`src/hw/rtl/lcs_pkg.sv`:
```
package lcs_pkg;

  localparam int MAX_LEN = 64;
  localparam int SYM_W = 16;
  localparam int LEN_W = 7;
  localparam int LEN_CAP = 127;
  localparam int CNT_W = $clog2(MAX_LEN + 1);
  localparam int RUN_W = $clog2(MAX_LEN + 1);

  localparam logic ACT_LOAD = 1'b0;
  localparam logic ACT_COMPARE = 1'b1;

  typedef struct packed {
    logic load;
    logic compare;
    logic last;
  } lcs_cmd_t;

endpackage

```
`src/hw/rtl/lcs_ctrl.sv`:
```
module lcs_ctrl
  import lcs_pkg::*;
(
  input  logic     clk,
  input  logic     rst_n,
  input  logic     in_valid,
  input  logic     in_action,
  input  logic     in_last,
  output logic     in_ready,
  output logic     out_valid,
  input  logic     out_ready,
  output lcs_cmd_t cmd
);

  typedef enum logic {
    ST_EMPTY,
    ST_FULL
  } state_t;

  state_t state_r;
  logic   accept;
  logic   emit;

  assign out_valid = (state_r == ST_FULL);
  assign in_ready = !out_valid || out_ready;
  assign accept = in_valid && in_ready;
  assign emit = accept && (in_action == ACT_COMPARE) && in_last;

  always_comb begin
    cmd.load = accept && (in_action == ACT_LOAD);
    cmd.compare = accept && (in_action == ACT_COMPARE);
    cmd.last = in_last;
  end

  always_ff @(posedge clk) begin
    if (!rst_n) begin
      state_r <= ST_EMPTY;
    end else begin
      unique case (state_r)
        ST_EMPTY: begin
          if (emit) begin
            state_r <= ST_FULL;
          end
        end
        ST_FULL: begin
          if (out_ready && !emit) begin
            state_r <= ST_EMPTY;
          end
        end
        default: begin
          state_r <= ST_EMPTY;
        end
      endcase
    end
  end

endmodule

```
`src/hw/rtl/lcs_dpath.sv`:
```
module lcs_dpath
  import lcs_pkg::*;
(
  input  logic             clk,
  input  logic             rst_n,
  input  lcs_cmd_t         cmd,
  input  logic [SYM_W-1:0] symbol,
  output logic [LEN_W-1:0] longest_length,
  output logic             reference_truncated
);

  logic [SYM_W-1:0] units_r [MAX_LEN];
  logic [RUN_W-1:0] run_r [MAX_LEN];
  logic [RUN_W-1:0] run_cmp [MAX_LEN];
  logic [RUN_W-1:0] prev_run [MAX_LEN];
  logic [MAX_LEN-1:0] hit;
  logic [CNT_W-1:0] count_r;
  logic [CNT_W-1:0] count_base;
  logic [RUN_W-1:0] best_r;
  logic [RUN_W-1:0] best_nxt;
  logic             done_r;
  logic             trunc_r;
  logic             fresh;
  logic             room;
  logic             wr_en;
  logic [LEN_W-1:0] out_len_r;
  logic             out_trunc_r;

  assign fresh = cmd.load && done_r;
  assign count_base = fresh ? '0 : count_r;
  assign room = count_base < CNT_W'(MAX_LEN);
  assign wr_en = cmd.load && room;

  // Each cell extends the diagonal run of its left neighbor on a match.
  always_comb begin
    for (int k = 0; k < MAX_LEN; k++) begin
      prev_run[k] = (k == 0) ? '0 : run_r[(k == 0) ? 0 : k - 1];
    end
    for (int k = 0; k < MAX_LEN; k++) begin
      logic match;
      match = (CNT_W'(k) < count_r) && (units_r[k] == symbol);
      run_cmp[k] = match ? prev_run[k] + RUN_W'(1) : '0;
      hit[k] = match && (prev_run[k] == best_r);
    end
  end

  // A run grows by at most one per word, so the best run does too.
  assign best_nxt = best_r + RUN_W'(hit != '0);

  always_ff @(posedge clk) begin
    for (int k = 0; k < MAX_LEN; k++) begin
      if (wr_en && (CNT_W'(k) == count_base)) begin
        units_r[k] <= symbol;
      end
    end
    if (cmd.compare && cmd.last) begin
      out_len_r <= (32'(best_nxt) > 32'(LEN_CAP)) ? LEN_W'(LEN_CAP) : LEN_W'(best_nxt);
      out_trunc_r <= trunc_r;
    end
  end

  always_ff @(posedge clk) begin
    if (!rst_n) begin
      count_r <= '0;
      best_r <= '0;
      done_r <= 1'b1;
      trunc_r <= 1'b0;
      for (int k = 0; k < MAX_LEN; k++) begin
        run_r[k] <= '0;
      end
    end else if (cmd.load) begin
      if (fresh) begin
        best_r <= '0;
        for (int k = 0; k < MAX_LEN; k++) begin
          run_r[k] <= '0;
        end
      end
      count_r <= room ? count_base + CNT_W'(1) : count_base;
      trunc_r <= fresh ? 1'b0 : (trunc_r || !room);
      done_r <= cmd.last;
    end else if (cmd.compare) begin
      done_r <= 1'b1;
      if (cmd.last) begin
        best_r <= '0;
        for (int k = 0; k < MAX_LEN; k++) begin
          run_r[k] <= '0;
        end
      end else begin
        best_r <= best_nxt;
        for (int k = 0; k < MAX_LEN; k++) begin
          run_r[k] <= run_cmp[k];
        end
      end
    end
  end

  assign longest_length = out_len_r;
  assign reference_truncated = out_trunc_r;

endmodule

```
`src/hw/rtl/longest_common_substring_length_top.sv`:
```
// Channel   Ports                                            Direction
// in        in_valid, in_ready, in_action, in_symbol, in_last  input words
// out       out_valid, out_ready, out_longest_length,          result words
//           out_reference_truncated
//
// All reference cells compare and update their run counters in parallel for each
// word, and the best run moves by at most one per word.
// A result appears in the cycle after the compare word marked last is taken.
// Reset is synchronous and active low and needs no clearing pass.
// A word is taken whenever the result register is empty or being drained.
module longest_common_substring_length_top
  import lcs_pkg::*;
(
  input  logic             clk,
  input  logic             rst_n,
  input  logic             in_valid,
  output logic             in_ready,
  input  logic             in_action,
  input  logic [SYM_W-1:0] in_symbol,
  input  logic             in_last,
  output logic             out_valid,
  input  logic             out_ready,
  output logic [LEN_W-1:0] out_longest_length,
  output logic             out_reference_truncated
);

  lcs_cmd_t cmd;

  lcs_ctrl u_ctrl (
    .clk       (clk),
    .rst_n     (rst_n),
    .in_valid  (in_valid),
    .in_action (in_action),
    .in_last   (in_last),
    .in_ready  (in_ready),
    .out_valid (out_valid),
    .out_ready (out_ready),
    .cmd       (cmd)
  );

  lcs_dpath u_dpath (
    .clk                 (clk),
    .rst_n               (rst_n),
    .cmd                 (cmd),
    .symbol              (in_symbol),
    .longest_length      (out_longest_length),
    .reference_truncated (out_reference_truncated)
  );

  a_result_follows_last: assert property (@(posedge clk) disable iff (!rst_n)
    $rose(out_valid) |-> $past(in_valid && in_ready && (in_action == ACT_COMPARE) && in_last))
    else $error("result appeared without a final compare word");

  a_load_no_result: assert property (@(posedge clk) disable iff (!rst_n)
    (in_valid && in_ready && (in_action == ACT_LOAD)) |=> !out_valid)
    else $error("load word produced a result");

  a_stall_only_when_full: assert property (@(posedge clk) disable iff (!rst_n)
    !in_ready |-> (out_valid && !out_ready))
    else $error("input stalled while result path free");

  a_length_bounded: assert property (@(posedge clk) disable iff (!rst_n)
    out_valid |-> (32'(out_longest_length) <= MAX_LEN))
    else $error("result length exceeds reference capacity");

endmodule

```
`config.mk`:
```
export PLATFORM = sky130hd
export DESIGN_NAME = longest_common_substring_length_top
export DESIGN_NICKNAME = d
export VERILOG_FILES = /design/src/hw/rtl/lcs_pkg.sv /design/src/hw/rtl/lcs_ctrl.sv /design/src/hw/rtl/lcs_dpath.sv /design/src/hw/rtl/longest_common_substring_length_top.sv
export SDC_FILE = /design/constraint.sdc
export NUM_CORES = 2
export LEC_CHECK = 0
export BUFFER_PORTS_ARGS = -buffer_cell sky130_fd_sc_hd__buf_2
export CAP_MARGIN = 5
export CELL_PAD_IN_SITES_DETAIL_PLACEMENT = 1
export CELL_PAD_IN_SITES_GLOBAL_PLACEMENT = 2
export CORE_MARGIN = 4
export CORE_UTILIZATION = 47
export DETAILED_ROUTE_END_ITERATION = 12
export GPL_TIMING_DRIVEN = 0
export PLACE_DENSITY_LB_ADDON = 0.1
export SLEW_MARGIN = 10
export SYNTH_ARGS = -nofsm -noshare
export SYNTH_HDL_FRONTEND = slang
export SYNTH_HIERARCHICAL = 1
export SYNTH_SLANG_ARGS = --single-unit
```
`constraint.sdc`:
```
create_clock -name clk -period 8.4 [get_ports clk]
set_clock_uncertainty 0.15 [all_clocks]
set_input_delay 1.26 -clock clk [delete_from_list [all_inputs] [get_ports clk]]
set_output_delay 1.26 -clock clk [all_outputs]
set_load 0.005 [all_outputs]
```
* Word level (Yosys, flattened, before mapping)
Memory sizes are Yosys's and may differ from the RTL's.
Index checks and enable logic that the tools add are counted.
** Word-level totals
- Memories kept :: 2
- Bits in writable memories :: 1472
- Register bits :: 25
- Word-level logic and storage cells :: 1396
- Input bits :: 22
** Memories
- u_dpath.units_r :: words 64, width 16, read ports 64, clocked after Yosys merged registers in 0, wr ports 1, line lcs_dpath.sv:12 : logic [SYM_W-1:0] units_r [MAX_LEN];
- u_dpath.run_r :: words 64, width 7, read ports 63, clocked after Yosys merged registers in 0, wr ports 64, line lcs_dpath.sv:13 : logic [RUN_W-1:0] run_r [MAX_LEN];
** Operators by class
- Mux-type cells :: 600
- Add/sub/neg operators :: 65
- Order comparisons :: 65
- Equal/unequal tests :: 191
- Bitwise operators :: 194
- Reduce and logical (&&, ||, !) cells :: 272
** Operators with widths (count)
- $mux 7 :: 261
- $eq 16x16->1 :: 64
- $mux 16 :: 63
- $reduce_or 16->1 :: 63
- $add 7x1->7 const B :: 64
- $eq 7x7->1 :: 63
- $mux 6 :: 63
- $eq 6x7->1 const A :: 32
- $lt 6x7->1 const A :: 32
- $mux 1 :: 212
- $logic_and 1x1->1 :: 199
- $or 1x1->1 :: 192
- $eq 5x7->1 const A :: 16
- $lt 5x7->1 const A :: 16
- $reduce_bool 64->1 :: 1
- $eq 4x7->1 const A :: 8
- $lt 4x7->1 const A :: 8
- $eq 3x7->1 const A :: 4
- $lt 3x7->1 const A :: 4
- $eq 2x7->1 const A :: 2
- $logic_not 7->1 :: 2
- $lt 1x7->1 const A :: 2
- $lt 2x7->1 const A :: 2
- $add 7x1->7 :: 1
- 9 further kinds :: 13

* Logic depth before layout (Yosys ltp)
- Word-level depth :: 75
- Depth in mapped cells :: 18

* Cells and area by module
Netlist, hierarchy kept.
** By module, submodules not included
- lcs_dpath :: seq. area each 43912.1 um2, cells each 5081, instances 1, area each 69251.4 um2
- lcs_ctrl :: seq. area each 20.0 um2, cells each 7, instances 1, area each 68.8 um2

* Worst setup path before layout
No wires, ideal clock.
- Path kind :: input port to flip-flop
- Start point :: in out_ready
- End point :: mem u_dpath/run_r[0][100] (netlist bit) (enable)
- Slack :: 1805 ps
- Stages :: 6
- Library setup time :: 553 ps
- Required time :: 7697 ps
- Arrival :: 5891 ps
- Cell sequence :: nand2b_4 and3b_1 nand2_1 nand2_1 nor2_1 inv_1
** RTL lines
- start: declaration :: line longest_common_substring_length_top.sv:22 : input logic out_ready,
- end: declaration :: line lcs_dpath.sv:13

* Final worst setup path
- Start point :: in in_symbol[2]
- End point :: reg u_dpath.best_r[6]
** On the way
- Word-level cells in the longest chain between the ends :: 8
- Elaborated cells between the ends (all ways) :: 197
- Those cells by class :: 1 x add/sub; 64 x eq/ne; 3 x mux; 129 x reduce/logical
** RTL lines
- start: declaration :: line longest_common_substring_length_top.sv:19 : input logic [SYM_W-1:0] in_symbol,
- $eq 16x16->1 :: line lcs_dpath.sv:41 : match = (CNT_W'(k) < count_r) && (units_r[k] == symbol);
- $logic_and 1x1->1 :: line lcs_dpath.sv:41
- $logic_and 1x1->1 :: line lcs_dpath.sv:43 : hit[k] = match && (prev_run[k] == best_r);
- $reduce_bool 64->1 * :: line lcs_dpath.sv:48 : assign best_nxt = best_r + RUN_W'(hit != '0);
- $add 7x1->7 * :: line lcs_dpath.sv:48
- named net u_dpath.best_nxt[6] :: line lcs_dpath.sv:20 : logic [RUN_W-1:0] best_nxt;
- $mux 7 * :: line lcs_dpath.sv:83 : if (cmd.last) begin
- $mux 7 * :: line lcs_dpath.sv:81 : end else if (cmd.compare) begin
- $mux 7 * :: line lcs_dpath.sv:71 : end else if (cmd.load) begin
- end signal: assignment :: line lcs_dpath.sv:89 : best_r <= best_nxt;
- end: declaration :: line lcs_dpath.sv:19 : logic [RUN_W-1:0] best_r;
The timed path passes the listed nets; every way through them passes the cells marked *. The select of a mux whose other input is x is not followed.
A chain may end at the register's enable or synchronous reset.

==> flow_summary.html <==
<table>
<tr><th>Metric</th><th>Value</th></tr>
<tr><th colspan="2">Timing</th></tr>
<tr><td>Ratio of final minimum period to clock period</td><td>0.827</td></tr>
<tr><td>RSZ-0062 raised after global routing</td><td>false</td></tr>
<tr><td>Worst slew margin relative to its limit</td><td>0.0833</td></tr>
<tr><td>Final-report hold violation count</td><td>0</td></tr>
<tr><td>Setup Viol. Count Final</td><td>0</td></tr>
<tr><td>Maximum clock frequency</td><td>about 140 MHz</td></tr>
<tr><td>Fin. max-slew vios</td><td>0</td></tr>
<tr><td>Time the worst path needs with I/O delays and setup</td><td>6940 ps</td></tr>
<tr><td>Slew at the pin closest to its max-slew limit</td><td>~1400 ps</td></tr>
<tr><th colspan="2">CTS</th></tr>
<tr><td># Post-CTS Setup Buffers</td><td>0</td></tr>
<tr><td>CTS tree</td><td>done</td></tr>
<tr><td>Number of clock sinks seen by CTS</td><td>between 1,000 and 1,500</td></tr>
<tr><td>Maximum root-to-sink buffer count</td><td>3</td></tr>
<tr><td>Number of H-tree branching levels</td><td>4</td></tr>
<tr><td>Post-cts resize count</td><td>0</td></tr>
<tr><td>Clock transition at the registers of the reported paths</td><td>roughly 60 ps</td></tr>
<tr><td>Total of hold buffers inserted after clock tree synthesis</td><td>0</td></tr>
<tr><td>Clock Tree Root</td><td>sky130_fd_sc_hd__clkbuf_16</td></tr>
<tr><td>Later-pin clock latency in the skew report</td><td>800 ps</td></tr>
<tr><td>TritonCTS Buffers</td><td>approximately 170</td></tr>
<tr><th colspan="2">Setup path</th></tr>
<tr><td>Data arrival time of the critical path</td><td>~7500 ps</td></tr>
<tr><td>Setup crit start kind</td><td>primary input</td></tr>
<tr><td>Startpoint of the lowest-slack register-to-register path</td><td>u_dpath/count_r[2]</td></tr>
<tr><td>Register-to-register setup slack</td><td>~2300 ps</td></tr>
<tr><td>Critical path data required time</td><td>around 9000 ps</td></tr>
<tr><td>Category of the worst setup path capture point</td><td>flip-flop</td></tr>
<tr><td>Endpoint of the most critical register-to-register path</td><td>u_dpath/best_r[6]</td></tr>
<tr><td>Worst R2R Path Depth</td><td>16</td></tr>
<tr><td>Maximum fanout along the worst path</td><td>just over 40</td></tr>
<tr><td>Crit Path Category</td><td>primary input to flip-flop</td></tr>
<tr><th colspan="2">Place</th></tr>
<tr><td>Final Wtd Congestion</td><td>~0.89</td></tr>
<tr><td>Number of cells in the design after placement</td><td>between 7,000 and 8,000</td></tr>
<tr><td>Total of buffers placed on input and output ports</td><td>31</td></tr>
<tr><td>Dpl hpwl</td><td>around 170,000 um</td></tr>
<tr><th colspan="2">Global routing</th></tr>
<tr><td>Pin count of the biggest net entering global routing</td><td>about 120</td></tr>
<tr><td>Vias in the first global route</td><td>44,300</td></tr>
<tr><td>Global routing usage summed across all routing layers</td><td>0.330</td></tr>
<tr><td>Wire length of the first global-routing pass</td><td>between 300,000 and 400,000 um</td></tr>
<tr><td>GRT Residual Overflow</td><td>0</td></tr>
<tr><td>Number of antenna violations at the first check in global routing</td><td>13</td></tr>
<tr><th colspan="2">Synth</th></tr>
<tr><td>Most common cell in the synthesized netlist</td><td>sky130_fd_sc_hd__edfxtp_1</td></tr>
<tr><td>Count of distinct cell types in the synthesized netlist</td><td>60</td></tr>
<tr><td>Sequential area share after synthesis</td><td>0.634</td></tr>
<tr><td>Instance count of the mapped netlist</td><td>between 5,000 and 6,000</td></tr>
<tr><td>Leading post-synthesis cells by cell area</td><td>sky130_fd_sc_hd__edfxtp_1, sky130_fd_sc_hd__xnor2_1, sky130_fd_sc_hd__xor2_1, sky130_fd_sc_hd__nor2_1, sky130_fd_sc_hd__nand4_1</td></tr>
<tr><td>Cell type contributing the most total cell area after synthesis</td><td>sky130_fd_sc_hd__edfxtp_1</td></tr>
<tr><td>Ranking of synthesized cells by instance count</td><td>sky130_fd_sc_hd__edfxtp_1, sky130_fd_sc_hd__xnor2_1, sky130_fd_sc_hd__xor2_1</td></tr>
<tr><td>Post-synthesis area per instance</td><td>around 14 um^2</td></tr>
<tr><td>Area of the mapped netlist</td><td>0.0693 mm^2</td></tr>
<tr><td>Post-synth ARST share</td><td>0</td></tr>
<tr><td>Most common flop cell mapped by yosys</td><td>sky130_fd_sc_hd__edfxtp_1</td></tr>
<tr><td>Number of synthesized flops with an enable pin</td><td>1,451</td></tr>
<tr><td>Net count of the mapped netlist</td><td>a little over 5,000</td></tr>
<tr><td>Register bit count reported by yosys</td><td>1,469</td></tr>
<tr><td>Area fraction of the dominant cell type after synthesis</td><td>0.629</td></tr>
<tr><td>Yosys warning total</td><td>6</td></tr>
<tr><th colspan="2">Route</th></tr>
<tr><td>Number of iterations in the first detailed-routing pass</td><td>5</td></tr>
<tr><td>DR DRC count</td><td>0</td></tr>
<tr><td>Average routed wire per standard cell</td><td>about 34 um</td></tr>
<tr><td>Initial detailed-routing violation count</td><td>about 4,700</td></tr>
<tr><td>Final Routed Wirelength</td><td>254,000 um</td></tr>
<tr><td>Number of vias per cell</td><td>between 5 and 6</td></tr>
<tr><td>Post-route antenna net violation count</td><td>0</td></tr>
<tr><td>Total number of vias</td><td>roughly 44,000</td></tr>
<tr><th colspan="2">Min path</th></tr>
<tr><td>Endpoint of the worst hold-timing path</td><td>u_ctrl/out_valid</td></tr>
<tr><td>Type of the worst min-delay path</td><td>flip-flop to flip-flop</td></tr>
<tr><td>Hold Path Origin</td><td>u_ctrl/out_valid</td></tr>
<tr><td>Hold-critical path depth</td><td>2</td></tr>
<tr><th colspan="2">Finish</th></tr>
<tr><td>Non-filler cells in the finished layout</td><td>roughly 7,400</td></tr>
<tr><td>Layout-stage area growth over the synthesis result</td><td>13.0%</td></tr>
<tr><td>Number of nets at the end of the flow</td><td>roughly 5,400</td></tr>
<tr><td>Fraction of final layout cells sized beyond drive strength 1</td><td>0.107</td></tr>
<tr><td>Utilization after layout</td><td>0.536</td></tr>
<tr><th colspan="2">Floorplanning</th></tr>
<tr><td>DIE WIDTH</td><td>392 um</td></tr>
<tr><td>Die Footprint</td><td>roughly 0.15 mm^2</td></tr>
<tr><td>Placeable core area</td><td>around 0.15 mm^2</td></tr>
<tr><td>I/O pin total</td><td>32</td></tr>
<tr><td>Row count</td><td>140</td></tr>
<tr><td>Die H</td><td>392 um</td></tr>
<tr><td>Effective utilization at floorplan</td><td>0.475</td></tr>
<tr><th colspan="2">Flow run</th></tr>
<tr><td>Max-cap violations</td><td>0</td></tr>
<tr><th colspan="2">Power</th></tr>
<tr><td>Ratio of total power to cell area</td><td>210 mW/mm^2</td></tr>
<tr><td>Power Total</td><td>~16 mW</td></tr>
<tr><td>Leakage power figure</td><td>about 26 nW</td></tr>
<tr><td>VDD IR max</td><td>0.187 mV</td></tr>
<tr><th colspan="2">Run status</th></tr>
<tr><td>Result of the run</td><td>completed</td></tr>
</table>
-- cell type report --
class                      count  area, um^2
clock buffer                 207        4370
multi-input combinational   3364       24300
antenna                        6        15.0
inverter                      61         244
timing repair buffer          88        1120
fill                       14300       67700
buffer                       194        1190
sequential                  1469       43900
tap                         1917        2400
clock inverter                93         792
-- stage by stage --
step	instance area [um^2]	hold slack (ps)	setup slack, ps	TNS [ps]
global placement	71900	344	-1180	-340830
floorplan	69300	259	1810	0
finish	78400	357	1460	0
detailed placement	73100	357	749	0
CTS	78300	363	1520	0
global route	78300	392	1140	0
-- worst max-delay path: stages --
cell	delay, ps
sky130_fd_sc_hd__buf_4	390
sky130_fd_sc_hd__buf_16	300
sky130_fd_sc_hd__buf_4	340
sky130_fd_sc_hd__buf_2	570
sky130_fd_sc_hd__xnor2_1	200
sky130_fd_sc_hd__nand4_1	170
sky130_fd_sc_hd__a2111oi_0	920
sky130_fd_sc_hd__nand3_1	770
sky130_fd_sc_hd__nor3_1	630
sky130_fd_sc_hd__a21oi_1	80
sky130_fd_sc_hd__nand4_1	130
sky130_fd_sc_hd__or4_1	180
sky130_fd_sc_hd__ha_1	190
sky130_fd_sc_hd__ha_1	310
sky130_fd_sc_hd__nand3_1	160
sky130_fd_sc_hd__nor2_1	170
sky130_fd_sc_hd__xor2_1	360
sky130_fd_sc_hd__a22oi_1	160
sky130_fd_sc_hd__nor2b_1	130
-- layer usage --
layer / GRT usage / up-vias / routed length [um]
met1: 0.428 / 23200 / 101000
met3: 0.0602 / 464 / 19400
met4: 0.124 / 12 / 11100
met2: 0.553 / 1919 / 123000
li1: - / 18600 / -
met5: 0 / - / 86
-- cells in the final DEF, fill, tap and decap left out, types with 72 or more instances in the layout --
cell type	n
sky130_fd_sc_hd__xor2_1	681
sky130_fd_sc_hd__nor4_1	141
sky130_fd_sc_hd__xnor2_1	1059
sky130_fd_sc_hd__nand2_1	109
sky130_fd_sc_hd__clkbuf_16	169
sky130_fd_sc_hd__edfxtp_1	1451
sky130_fd_sc_hd__nand3_1	200
sky130_fd_sc_hd__nand4_1	239
sky130_fd_sc_hd__buf_4	125
sky130_fd_sc_hd__and3_1	72
sky130_fd_sc_hd__buf_2	98
sky130_fd_sc_hd__nor2_1	493
-- report_power, final --
group          total [mW]  switching [mW]  internal, mW  leakage, nW
registers            8.37           0.168          8.20         14.0
clock network        6.97            3.02          3.95         2.51
logic                1.12           0.749         0.370         9.51
total                16.5            3.94          12.5         26.0
-- cell families (layout without fill, tap and decap cells) --
group	after synthesis	count (layout)	synth area share
XOR/XNOR	1740	1740	0.220
other	0	6	0
AO/OA/AOI/OAI	111	111	0.0109
AND/OR/NAND/NOR	1445	1445	0.103
buffers and inverters	255	643	0.0205
flip-flops	1469	1469	0.634
multiplexers	1	1	0.000144
adder cells (fa/ha/maj)	67	67	0.0121
-- worst max-delay path by stage --
stage / startpoint / slack, ps / depth (start not counted) / to
after global placement: in_symbol[7] / -1180 / 17 / u_dpath/best_r[6]
after CTS: in_symbol[2] / 1520 / 19 / u_dpath/best_r[6]
after floorplan: out_ready / 1810 / 6 / u_dpath/run_r[0][100]
final: in_symbol[2] / 1460 / 19 / u_dpath/best_r[6]
after global routing: in_symbol[2] / 1140 / 19 / u_dpath/best_r[6]
after detailed placement: in_symbol[2] / 750 / 19 / u_dpath/best_r[6]
-- registers in the layout, summed over array words and instances, names as in the netlist --
register                     cells
u_ctrl/out_valid                 1
u_dpath/count_r                  7
u_dpath/best_r                   7
u_dpath/reference_truncated      1
u_dpath/trunc_r                  1
u_dpath/run_r                  420
u_dpath/longest_length           7
u_dpath/units_r               1024
u_dpath/done_r                   1
Power figures use the tool's default switching activity.
